--- config.mk ---
export PLATFORM = sky130hd
export DESIGN_NAME = attack_decay_sigmoid_envelope
export DESIGN_NICKNAME = d
export VERILOG_FILES = /design/src/hdl/aden_pkg.sv /design/src/hdl/attack_decay_sigmoid_envelope.sv
export SDC_FILE = /design/constraint.sdc
export NUM_CORES = 1
export LEC_CHECK = 0
export BUFFER_PORTS_ARGS = -buffer_cell sky130_fd_sc_hd__buf_2
export CAP_MARGIN = 20
export CORE_ASPECT_RATIO = 1.2
export CORE_UTILIZATION = 45
export DETAILED_ROUTE_END_ITERATION = 6
export PLACE_DENSITY = 0.72
export SETUP_SLACK_MARGIN = 0.02
export SYNTH_ARGS = -nofsm -noshare
export SYNTH_HDL_FRONTEND = slang
export SYNTH_SLANG_ARGS = --single-unit
--- constraint.sdc ---
create_clock -name i_clk -period 6.8 [get_ports i_clk]
set_input_delay 1.36 -clock i_clk [delete_from_list [all_inputs] [get_ports i_clk]]
set_output_delay 1.36 -clock i_clk [all_outputs]
set_load 0.01 [all_outputs]
--- src/hdl/aden_pkg.sv ---
// ----------------------------------------------------------------------------
// Attack/decay envelope package
// Shared constants, state encodings and register indexes of the envelope.
// ----------------------------------------------------------------------------
`default_nettype none

package aden_pkg;

    // Default sizes of the counters and of the level fraction.
    localparam int COUNT_WIDTH_DEF     = 24;
    localparam int LEVEL_FRAC_BITS_DEF = 15;

    // Fraction bits of the curve position and of the curve value.
    localparam int CURVE_FRAC_BITS = 20;

    // Step counter covers the longest serial pass (curve division).
    localparam int STEP_W = $clog2(CURVE_FRAC_BITS + 3);

    // Register reset values, in sample ticks and Q1.15.
    localparam int ATTACK_LEN_RST = 2400;
    localparam int DECAY_LEN_RST  = 24000;
    localparam int START_LVL_RST  = 0;
    localparam int END_LVL_RST    = 0;

    localparam int INPUT_TDATA_W = 8;
    localparam int CFG_INDEX_W   = 2;

    typedef enum logic [CFG_INDEX_W-1:0] {
        CFG_ATTACK_LEN = 2'd0,
        CFG_DECAY_LEN  = 2'd1,
        CFG_START_LVL  = 2'd2,
        CFG_END_LVL    = 2'd3
    } t_cfg_reg;

    typedef enum logic [1:0] {
        PH_IDLE   = 2'd0,
        PH_ATTACK = 2'd1,
        PH_DECAY  = 2'd2
    } t_phase;

    typedef enum logic [3:0] {
        S_IDLE,
        S_DIVX,
        S_XDONE,
        S_SQR,
        S_DSETUP,
        S_DIVS,
        S_SCALE,
        S_MUL,
        S_LEVEL,
        S_DONE
    } t_state;

endpackage

`default_nettype wire

--- src/hdl/attack_decay_sigmoid_envelope.sv ---
// A tick in idle, a zero-length stage or the last attack tick goes from idle straight
// to the done state; other attack ticks pass the position divider, curve divider and
// scaling multiplier first, and decay ticks also square the position before the division.
// Ticks are worked one at a time; the input opens again as the result is loaded.
// Reset (synchronous, active low) returns the envelope to idle with elapsed count zero
// and the registers to 2400, 24000, 0 and 0.
// ----------------------------------------------------------------------------
// Attack/decay sigmoid envelope
// Per sample tick, one envelope level along a rational sigmoid, computed with
// a restoring divider and a shift-add multiplier, one bit per cycle.
// ----------------------------------------------------------------------------
`default_nettype none

module attack_decay_sigmoid_envelope #(
    parameter int COUNT_WIDTH     = aden_pkg::COUNT_WIDTH_DEF,
    parameter int LEVEL_FRAC_BITS = aden_pkg::LEVEL_FRAC_BITS_DEF
) (
    input  wire logic                                   i_clk,
    input  wire logic                                   i_rst_n,
    // Configuration writes.
    input  wire logic                                   i_cfg_we,
    input  wire logic [aden_pkg::CFG_INDEX_W-1:0]       i_cfg_index,
    input  wire logic [((COUNT_WIDTH > LEVEL_FRAC_BITS + 1) ?
                        COUNT_WIDTH : LEVEL_FRAC_BITS + 1)-1:0] i_cfg_data,
    // Tick stream in.
    input  wire logic                                   i_s_axis_tvalid,
    output logic                                        o_s_axis_tready,
    input  wire logic [aden_pkg::INPUT_TDATA_W-1:0]     i_s_axis_tdata,  // [0] trigger
    // Level stream out.
    output logic                                        o_m_axis_tvalid,
    input  wire logic                                   i_m_axis_tready,
    output logic [((LEVEL_FRAC_BITS + 8) / 8) * 8-1:0]  o_m_axis_tdata   // level
);

    localparam int CW       = COUNT_WIDTH;
    localparam int LEVEL_W  = LEVEL_FRAC_BITS + 1;
    localparam int XF       = aden_pkg::CURVE_FRAC_BITS;
    localparam int XW       = XF + 1;
    localparam int QW       = XF + 2;
    localparam int A_W      = (LEVEL_W > XW) ? LEVEL_W : XW;
    localparam int B_W      = XW;
    localparam int PW       = A_W + B_W;
    localparam int DW       = 2 * XF + 4;
    localparam int OUT_TD_W = ((LEVEL_FRAC_BITS + 8) / 8) * 8;
    localparam int SW       = aden_pkg::STEP_W;

    localparam logic [LEVEL_W-1:0] LVL_ONE = {1'b1, {LEVEL_FRAC_BITS{1'b0}}};
    localparam logic [XW-1:0]      X_ONE   = {1'b1, {XF{1'b0}}};

    // Configuration registers.
    logic [CW-1:0]      r_attack_len;
    logic [CW-1:0]      r_decay_len;
    logic [LEVEL_W-1:0] r_start_lvl;
    logic [LEVEL_W-1:0] r_end_lvl;

    // Control state.
    aden_pkg::t_state r_state, n_state;
    aden_pkg::t_phase r_phase, n_phase;
    logic [CW-1:0]    r_elapsed, n_elapsed;
    logic [SW-1:0]    r_cnt, n_cnt;
    logic             r_out_valid, n_out_valid;

    // Datapath.
    logic               r_decay, n_decay;
    logic               r_xsat, n_xsat;
    logic [CW-1:0]      r_len, n_len;
    logic [CW-1:0]      r_rem, n_rem;
    logic [XW-1:0]      r_x, n_x;
    logic [DW:0]        r_num, n_num;
    logic [DW-1:0]      r_den, n_den;
    logic [QW-1:0]      r_q, n_q;
    logic [A_W-1:0]     r_mcand, n_mcand;
    logic [PW-1:0]      r_prod, n_prod;
    logic [LEVEL_W-1:0] r_base, n_base;
    logic [LEVEL_W-1:0] r_res, n_res;
    logic [LEVEL_W-1:0] r_out_level, n_out_level;

    // Combinational helpers.
    logic               accept;
    logic               out_free;
    logic               trig;
    aden_pkg::t_phase   ph_eff;
    logic [CW-1:0]      e_eff;
    logic [CW:0]        e_inc_full;
    logic [CW-1:0]      len_sel;
    logic               stage_end;
    logic [LEVEL_W-1:0] st_c;
    logic [LEVEL_W-1:0] en_c;
    logic [CW:0]        divx_r2;
    logic               divx_bit;
    logic               divs_bit;
    logic [DW:0]        divs_diff;
    logic [A_W:0]       mul_sum;
    logic [PW-1:0]      mul_next;
    logic [XW-1:0]      x_val;
    logic [DW-1:0]      x_d;
    logic [DW-1:0]      x2_d;
    logic [QW:0]        q_inc;
    logic [PW:0]        rnd;
    logic [LEVEL_W-1:0] t_lvl;

    assign st_c = (r_start_lvl > LVL_ONE) ? LVL_ONE : r_start_lvl;
    assign en_c = (r_end_lvl > LVL_ONE) ? LVL_ONE : r_end_lvl;

    assign o_s_axis_tready = (r_state == aden_pkg::S_IDLE);
    assign accept          = i_s_axis_tvalid && o_s_axis_tready;
    assign out_free        = !r_out_valid || i_m_axis_tready;
    assign o_m_axis_tvalid = r_out_valid;
    assign o_m_axis_tdata  = OUT_TD_W'(r_out_level);

    // Tick decision terms.
    assign trig       = i_s_axis_tdata[0];
    assign ph_eff     = trig ? aden_pkg::PH_ATTACK : r_phase;
    assign e_eff      = trig ? '0 : r_elapsed;
    assign e_inc_full = {1'b0, e_eff} + (CW+1)'(1);
    assign len_sel    = (ph_eff == aden_pkg::PH_DECAY) ? r_decay_len : r_attack_len;
    assign stage_end  = e_inc_full[CW] || (e_inc_full[CW-1:0] >= len_sel);

    // Position divider step: remainder doubles, one quotient bit per cycle.
    assign divx_r2  = {r_rem, 1'b0};
    assign divx_bit = (divx_r2 >= {1'b0, r_len});

    // Curve divider step.
    assign divs_bit  = (r_num >= {1'b0, r_den});
    assign divs_diff = divs_bit ? (r_num - {1'b0, r_den}) : r_num;

    // Shift-add multiplier step, multiplier bits leave at the bottom.
    assign mul_sum  = {1'b0, r_prod[PW-1:B_W]} + (r_prod[0] ? {1'b0, r_mcand} : '0);
    assign mul_next = {mul_sum, r_prod[B_W-1:1]};

    assign x_val = r_xsat ? X_ONE : r_x;
    assign x_d   = DW'(r_x);
    assign x2_d  = DW'(r_prod[2*XF:0]);

    // Curve value rounds to nearest: one extra quotient bit, add one, drop it.
    assign q_inc = {1'b0, r_q} + (QW+1)'(1);

    assign rnd   = {1'b0, r_prod} + ((PW+1)'(1) << (XF - 1));
    assign t_lvl = rnd[XF+LEVEL_W-1:XF];

    always_comb begin
        n_state     = r_state;
        n_phase     = r_phase;
        n_elapsed   = r_elapsed;
        n_cnt       = r_cnt;
        n_out_valid = r_out_valid && !i_m_axis_tready;
        n_out_level = r_out_level;
        n_decay     = r_decay;
        n_xsat      = r_xsat;
        n_len       = r_len;
        n_rem       = r_rem;
        n_x         = r_x;
        n_num       = r_num;
        n_den       = r_den;
        n_q         = r_q;
        n_mcand     = r_mcand;
        n_prod      = r_prod;
        n_base      = r_base;
        n_res       = r_res;

        unique case (r_state)
            aden_pkg::S_IDLE: begin
                if (accept) begin
                    n_len  = len_sel;
                    n_rem  = e_eff;
                    n_xsat = (e_eff >= len_sel);
                    n_x    = '0;
                    n_cnt  = '0;
                    unique case (ph_eff)
                        aden_pkg::PH_ATTACK: begin
                            if (r_attack_len == '0 || stage_end) begin
                                n_res     = LVL_ONE;
                                n_phase   = aden_pkg::PH_DECAY;
                                n_elapsed = '0;
                                n_state   = aden_pkg::S_DONE;
                            end else begin
                                n_phase   = aden_pkg::PH_ATTACK;
                                n_elapsed = e_inc_full[CW-1:0];
                                n_decay   = 1'b0;
                                n_base    = st_c;
                                n_state   = aden_pkg::S_DIVX;
                            end
                        end
                        aden_pkg::PH_DECAY: begin
                            if (r_decay_len == '0) begin
                                n_res     = en_c;
                                n_phase   = aden_pkg::PH_IDLE;
                                n_elapsed = '0;
                                n_state   = aden_pkg::S_DONE;
                            end else begin
                                n_decay = 1'b1;
                                n_base  = en_c;
                                n_state = aden_pkg::S_DIVX;
                                if (stage_end) begin
                                    n_phase   = aden_pkg::PH_IDLE;
                                    n_elapsed = '0;
                                end else begin
                                    n_elapsed = e_inc_full[CW-1:0];
                                end
                            end
                        end
                        default: begin
                            // Idle, and the unused phase code, hold the end level.
                            n_res   = en_c;
                            n_state = aden_pkg::S_DONE;
                        end
                    endcase
                end
            end
            aden_pkg::S_DIVX: begin
                n_rem = divx_bit ? CW'(divx_r2 - {1'b0, r_len}) : divx_r2[CW-1:0];
                n_x   = {r_x[XW-2:0], divx_bit};
                n_cnt = r_cnt + SW'(1);
                if (r_cnt == SW'(XF - 1)) begin
                    n_state = aden_pkg::S_XDONE;
                end
            end
            aden_pkg::S_XDONE: begin
                n_x   = x_val;
                n_cnt = '0;
                if (r_decay) begin
                    n_mcand = A_W'(x_val);
                    n_prod  = PW'(x_val);
                    n_state = aden_pkg::S_SQR;
                end else begin
                    // Attack curve 5x / (3 + 2x).
                    n_num   = (DW+1)'((DW'(x_val) << 2) + DW'(x_val));
                    n_den   = (DW'(3) << XF) + (DW'(x_val) << 1);
                    n_q     = '0;
                    n_state = aden_pkg::S_DIVS;
                end
            end
            aden_pkg::S_SQR: begin
                n_prod = mul_next;
                n_cnt  = r_cnt + SW'(1);
                if (r_cnt == SW'(B_W - 1)) begin
                    n_state = aden_pkg::S_DSETUP;
                end
            end
            aden_pkg::S_DSETUP: begin
                // Decay curve x(7 + x) / (1 + 5x + 2x^2).
                n_num   = (DW+1)'((((x_d << 3) - x_d) << XF) + x2_d);
                n_den   = (DW'(1) << (2 * XF)) + (((x_d << 2) + x_d) << XF) + (x2_d << 1);
                n_q     = '0;
                n_cnt   = '0;
                n_state = aden_pkg::S_DIVS;
            end
            aden_pkg::S_DIVS: begin
                n_num = {divs_diff[DW-1:0], 1'b0};
                n_q   = {r_q[QW-2:0], divs_bit};
                n_cnt = r_cnt + SW'(1);
                if (r_cnt == SW'(QW - 1)) begin
                    n_state = aden_pkg::S_SCALE;
                end
            end
            aden_pkg::S_SCALE: begin
                n_mcand = A_W'(LVL_ONE - r_base);
                n_prod  = PW'(q_inc[QW-1:1]);
                n_cnt   = '0;
                n_state = aden_pkg::S_MUL;
            end
            aden_pkg::S_MUL: begin
                n_prod = mul_next;
                n_cnt  = r_cnt + SW'(1);
                if (r_cnt == SW'(B_W - 1)) begin
                    n_state = aden_pkg::S_LEVEL;
                end
            end
            aden_pkg::S_LEVEL: begin
                n_res   = r_decay ? (LVL_ONE - t_lvl) : (r_base + t_lvl);
                n_state = aden_pkg::S_DONE;
            end
            aden_pkg::S_DONE: begin
                if (out_free) begin
                    n_out_valid = 1'b1;
                    n_out_level = r_res;
                    n_state     = aden_pkg::S_IDLE;
                end
            end
            default: begin
                n_state = aden_pkg::S_IDLE;
            end
        endcase
    end

    always_ff @(posedge i_clk) begin
        if (!i_rst_n) begin
            r_attack_len <= CW'(aden_pkg::ATTACK_LEN_RST);
            r_decay_len  <= CW'(aden_pkg::DECAY_LEN_RST);
            r_start_lvl  <= LEVEL_W'(aden_pkg::START_LVL_RST);
            r_end_lvl    <= LEVEL_W'(aden_pkg::END_LVL_RST);
        end else if (i_cfg_we) begin
            unique case (aden_pkg::t_cfg_reg'(i_cfg_index))
                aden_pkg::CFG_ATTACK_LEN: r_attack_len <= i_cfg_data[CW-1:0];
                aden_pkg::CFG_DECAY_LEN:  r_decay_len  <= i_cfg_data[CW-1:0];
                aden_pkg::CFG_START_LVL:  r_start_lvl  <= i_cfg_data[LEVEL_W-1:0];
                aden_pkg::CFG_END_LVL:    r_end_lvl    <= i_cfg_data[LEVEL_W-1:0];
            endcase
        end
    end

    always_ff @(posedge i_clk) begin
        if (!i_rst_n) begin
            r_state     <= aden_pkg::S_IDLE;
            r_phase     <= aden_pkg::PH_IDLE;
            r_elapsed   <= '0;
            r_cnt       <= '0;
            r_out_valid <= 1'b0;
        end else begin
            r_state     <= n_state;
            r_phase     <= n_phase;
            r_elapsed   <= n_elapsed;
            r_cnt       <= n_cnt;
            r_out_valid <= n_out_valid;
        end
    end

    always_ff @(posedge i_clk) begin
        r_out_level <= n_out_level;
        r_decay     <= n_decay;
        r_xsat      <= n_xsat;
        r_len       <= n_len;
        r_rem       <= n_rem;
        r_x         <= n_x;
        r_num       <= n_num;
        r_den       <= n_den;
        r_q         <= n_q;
        r_mcand     <= n_mcand;
        r_prod      <= n_prod;
        r_base      <= n_base;
        r_res       <= n_res;
    end

endmodule

`default_nettype wire

# ---- After elaboration in Yosys (flattened, before gate mapping)
# Cells that the tools add are included.
# Widths: inputs -> output; s select.
dict set report totals {
  regBits 409
  in_bits 39
  output_inout_bits 18
  elab_cells 174
}
dict set report op_classes {
  n_addsub 17
  n_lt_le_gt_ge 6
  eq_ne 30
  n_mux 58
  reduce_logical 41
}
# operator count
set op_table {}
lappend op_table {{$mux 24} 7}
lappend op_table {{$pmux 45 s3} 1}
lappend op_table {{$mux 16} 8}
lappend op_table {{$pmux 42 s3} 1}
lappend op_table {{$pmux 16 s2} 3}
lappend op_table {{$pmux 24 s2} 2}
lappend op_table {{$mux 44} 2}
lappend op_table {{$pmux 44 s2} 1}
lappend op_table {{$mux 21} 4}
lappend op_table {{$pmux 22 s3} 1}
lappend op_table {{$pmux 21 s3} 1}
lappend op_table {{$add 23x21->24} 2}
lappend op_table {{$ge 24x24->1} 2}
lappend op_table {{$logic_not 24->1} 2}
lappend op_table {{$add 45x41->45} 1}
lappend op_table {{$ge 45x44->1} 1}
lappend op_table {{$mux 45} 1}
lappend op_table {{$add 41x44->44 const A} 1}
lappend op_table {{$add 44x42->44} 1}
lappend op_table {{$sub 44x44->44} 1}
lappend op_table {{$mux 42} 1}
lappend op_table {{$pmux 21 s2} 1}
lappend op_table {{$pmux 4 s10} 1}
lappend op_table {{$add 36x20->36 const B} 1}
lappend op_table {{other kinds (48)} 105}

# ---- Depth between registers and ports, before layout
dict set report logic_depth {
  ltp_word 10
  mapped_depth 23
}

# ---- Worst setup path after synthesis
# OpenSTA, ideal clock, no wires.
dict set report synth_timing {
  kind {input-to-reg}
  startpoint {in i_s_axis_tdata[0] (netlist bit)}
  endpoint {reg r_base[0] (enable)}
  setup_ps 397
  arrival_ps 6290
  required_time_ps 6403
  setup_slack_ps 113
  path_stages 19
  path_buffers 6
  cell_sequence {clkbuf_1 -> clkbuf_1 -> buf_1 -> nand2b_1 -> inv_1 -> ha_1 -> clkbuf_1 -> clkbuf_1 -> buf_1 -> mux2i_1 -> ha_1 -> a21o_1 -> a21o_1 -> a21o_1 -> a211oi_1 -> o21bai_1 -> a31o_1 -> or3_1 -> a21oi_1}
}
dict set report synth_between {
  elab_chain_cells 8
  word_cells_on_any_way 13
}
# element line_no
set synth_rtl {}
lappend synth_rtl {{from (decl)} attack_decay_sigmoid_envelope.sv:28} ;# input wire logic [aden_pkg::INPUT_TDATA_W-1:0] i_s_axis_tdata,
lappend synth_rtl {{branches (longest 7 deep; another with $add 24x1->25)} n/a}
lappend synth_rtl {{$reduce_and 5->1 (no line) *} n/a}
lappend synth_rtl {{to (signal assigned)} attack_decay_sigmoid_envelope.sv:330} ;# r_base <= n_base;
lappend synth_rtl {{to (decl)} attack_decay_sigmoid_envelope.sv:74} ;# logic [LEVEL_W-1:0] r_base, n_base;
# Every way passes the cells marked *.
# A chain may end at the register's enable or synchronous reset.

# ---- Worst setup path in the final report
dict set report layout_timing {
  startpoint {in i_s_axis_tdata[0] (netlist bit)}
  endpoint {reg r_res[3] (enable)}
}
dict set report layout_between {
  elab_chain_cells 8
  word_cells_on_any_way 12
}
# element line_no
set layout_rtl {}
lappend layout_rtl {{branches (longest 7 deep; another with $add 24x1->25)} n/a}
lappend layout_rtl {{$reduce_and 4->1 (no line) *} n/a}
lappend layout_rtl {{to (signal assigned)} attack_decay_sigmoid_envelope.sv:331} ;# r_res <= n_res;
lappend layout_rtl {{to (decl)} attack_decay_sigmoid_envelope.sv:75} ;# logic [LEVEL_W-1:0] r_res, n_res;
# Marks and branches as above.

==> run summary <==
The flow ran to the end, and the final reports show no timing, DRC or antenna violations. STA puts the critical path data arrival time at around 5.9 ns. Counting both buffers and inverters, the worst setup path holds a total of 2. The total number of clock tree sinks came out at approximately 410. The reg2reg setup slack is around 1.3 ns. The number of nets in the final layout came out at roughly 3600.

In this run, synthesis produced a sequential element count of around 400. For this design, the slowest cell found on the critical path is sky130_fd_sc_hd__or3_1. The count of buffers added by post-CTS timing repair for setup came out at 0. For the final routed database, the setup TNS stands at 0 ns.

Across the VDD grid, the largest voltage drop is roughly 0.27 mV. The boundary pin count is between 50 and 60. The library cell appearing most often on the critical path is sky130_fd_sc_hd__nand4_1. The final cycle utilization of the critical path is approximately 80%. The source-to-sink clock delay at the later pin of the worst-skew pair came out at 0.58 ns. The share of the Yosys chip area taken by registers is a little under two fifths. The tool flagged a number of max-cap violations equal to 0. The number of cells on the worst reg-to-reg path is 22. Summing every instance area after synthesis gives 29700 µm². The number of optimization iterations in the first detailed-route pass came out at 6. The tightest min-delay check is of the flop to flop type.

For hold timing, the worst endpoint is o_m_axis_tdata[12]. The max-slew violation count came out at 0. Once detail routing completed, the nets flagged for antenna violations numbered 0. The pin count of the biggest net entering global routing came out at 93. The worst hold path depth is 0.

The first routing iteration left ~1500 violations. The number of library cell types mapped by synthesis is 91. The critical path in this run is classified as primary input to flop. The average vias per placed instance is around 5.7. The startpoint identified for the worst register-to-register timing path is r_x[2]. The congestion estimate from routability-driven global placement came to 0.942. The biggest cell delay along the critical path came out at about 0.45 ns. The die height came out at approximately 280 µm.

The leakage power figure came out at 13.4 nW. The placed instance count came out at 4056. STA classifies the critical path endpoint as a flop. The transition at the pin with the smallest max-transition slack came out at about 1.1 ns. The total power consumption of the routed design came out at 0.0160 W. The initial utilization of the core area, before any placement, comes to about 46%.

The most used flip-flop cell after synthesis is sky130_fd_sc_hd__edfxtp_1. The number of vias after detailed routing came out at roughly 24000. Across the routed clock network, the largest skew measured is roughly 0.02 ns. The horizontal die dimension came out at 237 µm. The buffer levels on the longest clock path is 3.

The antenna diode count came out at 0. The synthesis-to-finish area growth came out at 8.41%. The mean post-synth cell area is about 9.2 µm². In the final layout, the share of cells above drive strength 1 is roughly 6.4%. The number of enable-type register cells in the synthesized netlist is 292. For the finished layout, the period the worst path requires is ~5.5 ns.

Yosys printed 0 warnings. The number of placement rows came out at 102. After clock tree synthesis, the clock-pin slew on the worst setup and hold paths is about 0.070 ns. The worst pin sits at a relative slew slack of 29.2%. The initial antenna violation count is 0. The total detailed-routing wirelength is slightly above 70 mm. The number of clock buffers added by TritonCTS is around 40.

In this run the most critical hold path is launched from r_res[12]. The setup violation total in the final timing report came out at 0. The half-perimeter wire length after placement came out at between 50 and 60 mm. The first global-routing pass estimated ~120 mm of wire. On the critical path the largest part of the delay comes from simple AND/OR/NAND/NOR gates. The floorplan step defined a die boundary enclosing approximately 67000 µm².

The post-synthesis instance total came out at 3245. CTS built an H-tree with a depth of 2. The TritonCTS clock tree is yes.

The floorplan core area came out at roughly 65000 µm². After detailed routing, the average wire length per cell comes to about 18 µm. The signal on the critical path passes through buf_2 -> and2b_1 -> nand3_1 -> nor2_1 -> and3_1 -> nand4_1 -> nor3_2 -> and3_1 -> nand4_1 -> or3_1 -> a21oi_1 -> ha_1 -> nand4_1 -> or2_2 -> o221ai_1 -> a31o_2 -> or3_1 -> o2111ai_1 -> nand2_1 -> buf_4. The critical-path maximum fanout is 19. Global routing finished with a remaining overflow of 0. The proportion of synthesized flip-flops having asynchronous set or reset is 0%. The total of fill cells in the finished design is 6001. The synthesized netlist net count is ~3600. Hold is met by between 0.4 and 0.5 ns. Power spread over the standard cell area amounts to approximately 500 nW/µm². STA classifies the critical path startpoint as a primary input. The final core utilization is about half. The hold buffer count at cts is 0. The root buffer cell chosen for the clock tree is sky130_fd_sc_hd__clkbuf_16. The hold violation count in the final report is 0. The quantity of I/O buffers inserted on ports is slightly below 50. After detailed routing, the number of remaining DRC violations is 0.

The required time at the worst-slack endpoint came out at roughly 7.1 ns. The reg-to-reg endpoint is r_den[43]. The maximum frequency from static timing analysis is around 180 MHz. Setup repair after global routing left no endpoint under its margin. The non-filler instance count after layout is 4127. Global routing used 21.4% of the available tracks across all layers. The number of global-route vias before repair came out at about 23000.

The number of gates given a new drive strength after cts came out at 0.
==> sequential cells by signal, summed over array words and instances (netlist names), 16 cells and up <==
register / flops
o_m_axis_tdata: 16
r_attack_len: 24
r_base: 16
r_decay_len: 24
r_den: 43
r_elapsed: 24
r_end_lvl: 16
r_len: 24
r_mcand: 21
r_num: 45
r_prod: 42
r_q: 22
r_rem: 24
r_res: 16
r_start_lvl: 16
r_x: 21
==> Yosys cell counts, drive strengths merged (31+ instances only) <==
cell type / count / area, µm²
o21ai: 209 / 1050
a21boi: 81 / 608
o21bai: 32 / 240
nor3: 57 / 290
mux2i: 79 / 791
nand4: 39 / 244
a22o: 42 / 368
nand2b: 43 / 269
ha: 285 / 3570
inv: 197 / 739
xnor2: 140 / 1230
nand2: 420 / 1580
nand3: 71 / 355
nor2: 189 / 709
nor4: 31 / 206
nor2b: 51 / 319
a21o: 77 / 578
a21oi: 172 / 868
edfxtp: 292 / 8770
dfxtp: 116 / 2320
xor2: 122 / 1070
clkbuf: 97 / 364
and2: 53 / 332
==> stage by stage <==
step                setup WS (ns)  area, µm²
detailed placement          0.685      30900
global route                0.779      32200
global placement            0.712      30900
floorplan                   0.113      29700
CTS                          1.25      32200
finish                       1.26      32200
==> cell usage in the layout (no fill, tap or decap), types with 18 or more instances in the layout <==
cell                        instances
sky130_fd_sc_hd__nand2_1          419
sky130_fd_sc_hd__edfxtp_1         292
sky130_fd_sc_hd__ha_1             284
sky130_fd_sc_hd__inv_1            196
sky130_fd_sc_hd__nor2_1           186
sky130_fd_sc_hd__a21oi_1          169
sky130_fd_sc_hd__o21ai_0          141
sky130_fd_sc_hd__xnor2_1          140
sky130_fd_sc_hd__xor2_1           122
sky130_fd_sc_hd__dfxtp_1          116
sky130_fd_sc_hd__mux2i_1           79
sky130_fd_sc_hd__a21o_1            77
sky130_fd_sc_hd__a21boi_0          76
sky130_fd_sc_hd__nand3_1           71
sky130_fd_sc_hd__o21ai_1           63
sky130_fd_sc_hd__nor3_1            55
sky130_fd_sc_hd__and2_1            53
sky130_fd_sc_hd__nor2b_1           51
sky130_fd_sc_hd__buf_2             49
sky130_fd_sc_hd__clkbuf_16         44
sky130_fd_sc_hd__nand2b_1          43
sky130_fd_sc_hd__a22o_1            42
sky130_fd_sc_hd__buf_4             40
sky130_fd_sc_hd__nand4_1           39
sky130_fd_sc_hd__o21bai_1          32
sky130_fd_sc_hd__nor4_1            29
sky130_fd_sc_hd__and3_1            25
sky130_fd_sc_hd__o221ai_1          25
sky130_fd_sc_hd__a22oi_1           24
sky130_fd_sc_hd__o21a_1            22
sky130_fd_sc_hd__a211oi_1          22
sky130_fd_sc_hd__o22ai_1           21
sky130_fd_sc_hd__or2_2             18
==> routing by layer <==
metal	vias up	share of wire, %	GRT usage [%]
met5	-	0	0
li1	11800	-	-
met3	131	3.6	2.09
met4	0	4.1	9.01
met1	11100	43	26.3
met2	507	49	38.0
==> where the power goes <==
| part | internal [W] | leakage [nW] | switching [W] | total (W) |
|---|---|---|---|---|
| logic | 0.00417 | 9.02 | 0.00576 | 0.00993 |
| clock network | 0.00123 | 0.634 | 0.000965 | 0.00220 |
| registers | 0.00346 | 3.72 | 0.000450 | 0.00391 |
==> how the worst max path moves through the flow <==
stage                            from        end  slack, ns  depth (start not counted)
floorplan           i_s_axis_tdata[0]  r_base[0]       0.11                         19
global placement    i_s_axis_tdata[0]   r_res[3]       0.71                         20
detailed placement  i_s_axis_tdata[0]   r_res[3]       0.69                         20
CTS                            r_x[2]  r_den[43]       1.25                         22
global route                   r_x[2]  r_den[43]       0.78                         22
finish              i_s_axis_tdata[0]   r_res[3]       1.26                         20
==> cell type report <==
cell class                 count  area [µm²]  share of cell area (%)
multi-input combinational   2530       17500                    54.4
sequential                   408       11100                    34.4
clock buffer                  54        1150                    3.57
tap                          832        1040                    3.23
inverter                     197         739                    2.30
timing repair buffer          90         557                    1.73
clock inverter                16         120                   0.373
==> cells by family after synthesis <==
family,synth area share [%]
flip-flops,37.3
adder cells (fa/ha/maj),12.5
XOR/XNOR,7.72
multiplexers,2.79
buffers and inverters,4.01
AO/OA/AOI/OAI,19.2
AND/OR/NAND/NOR,16.5
No activity file was read; power rests on OpenSTA's default activity.
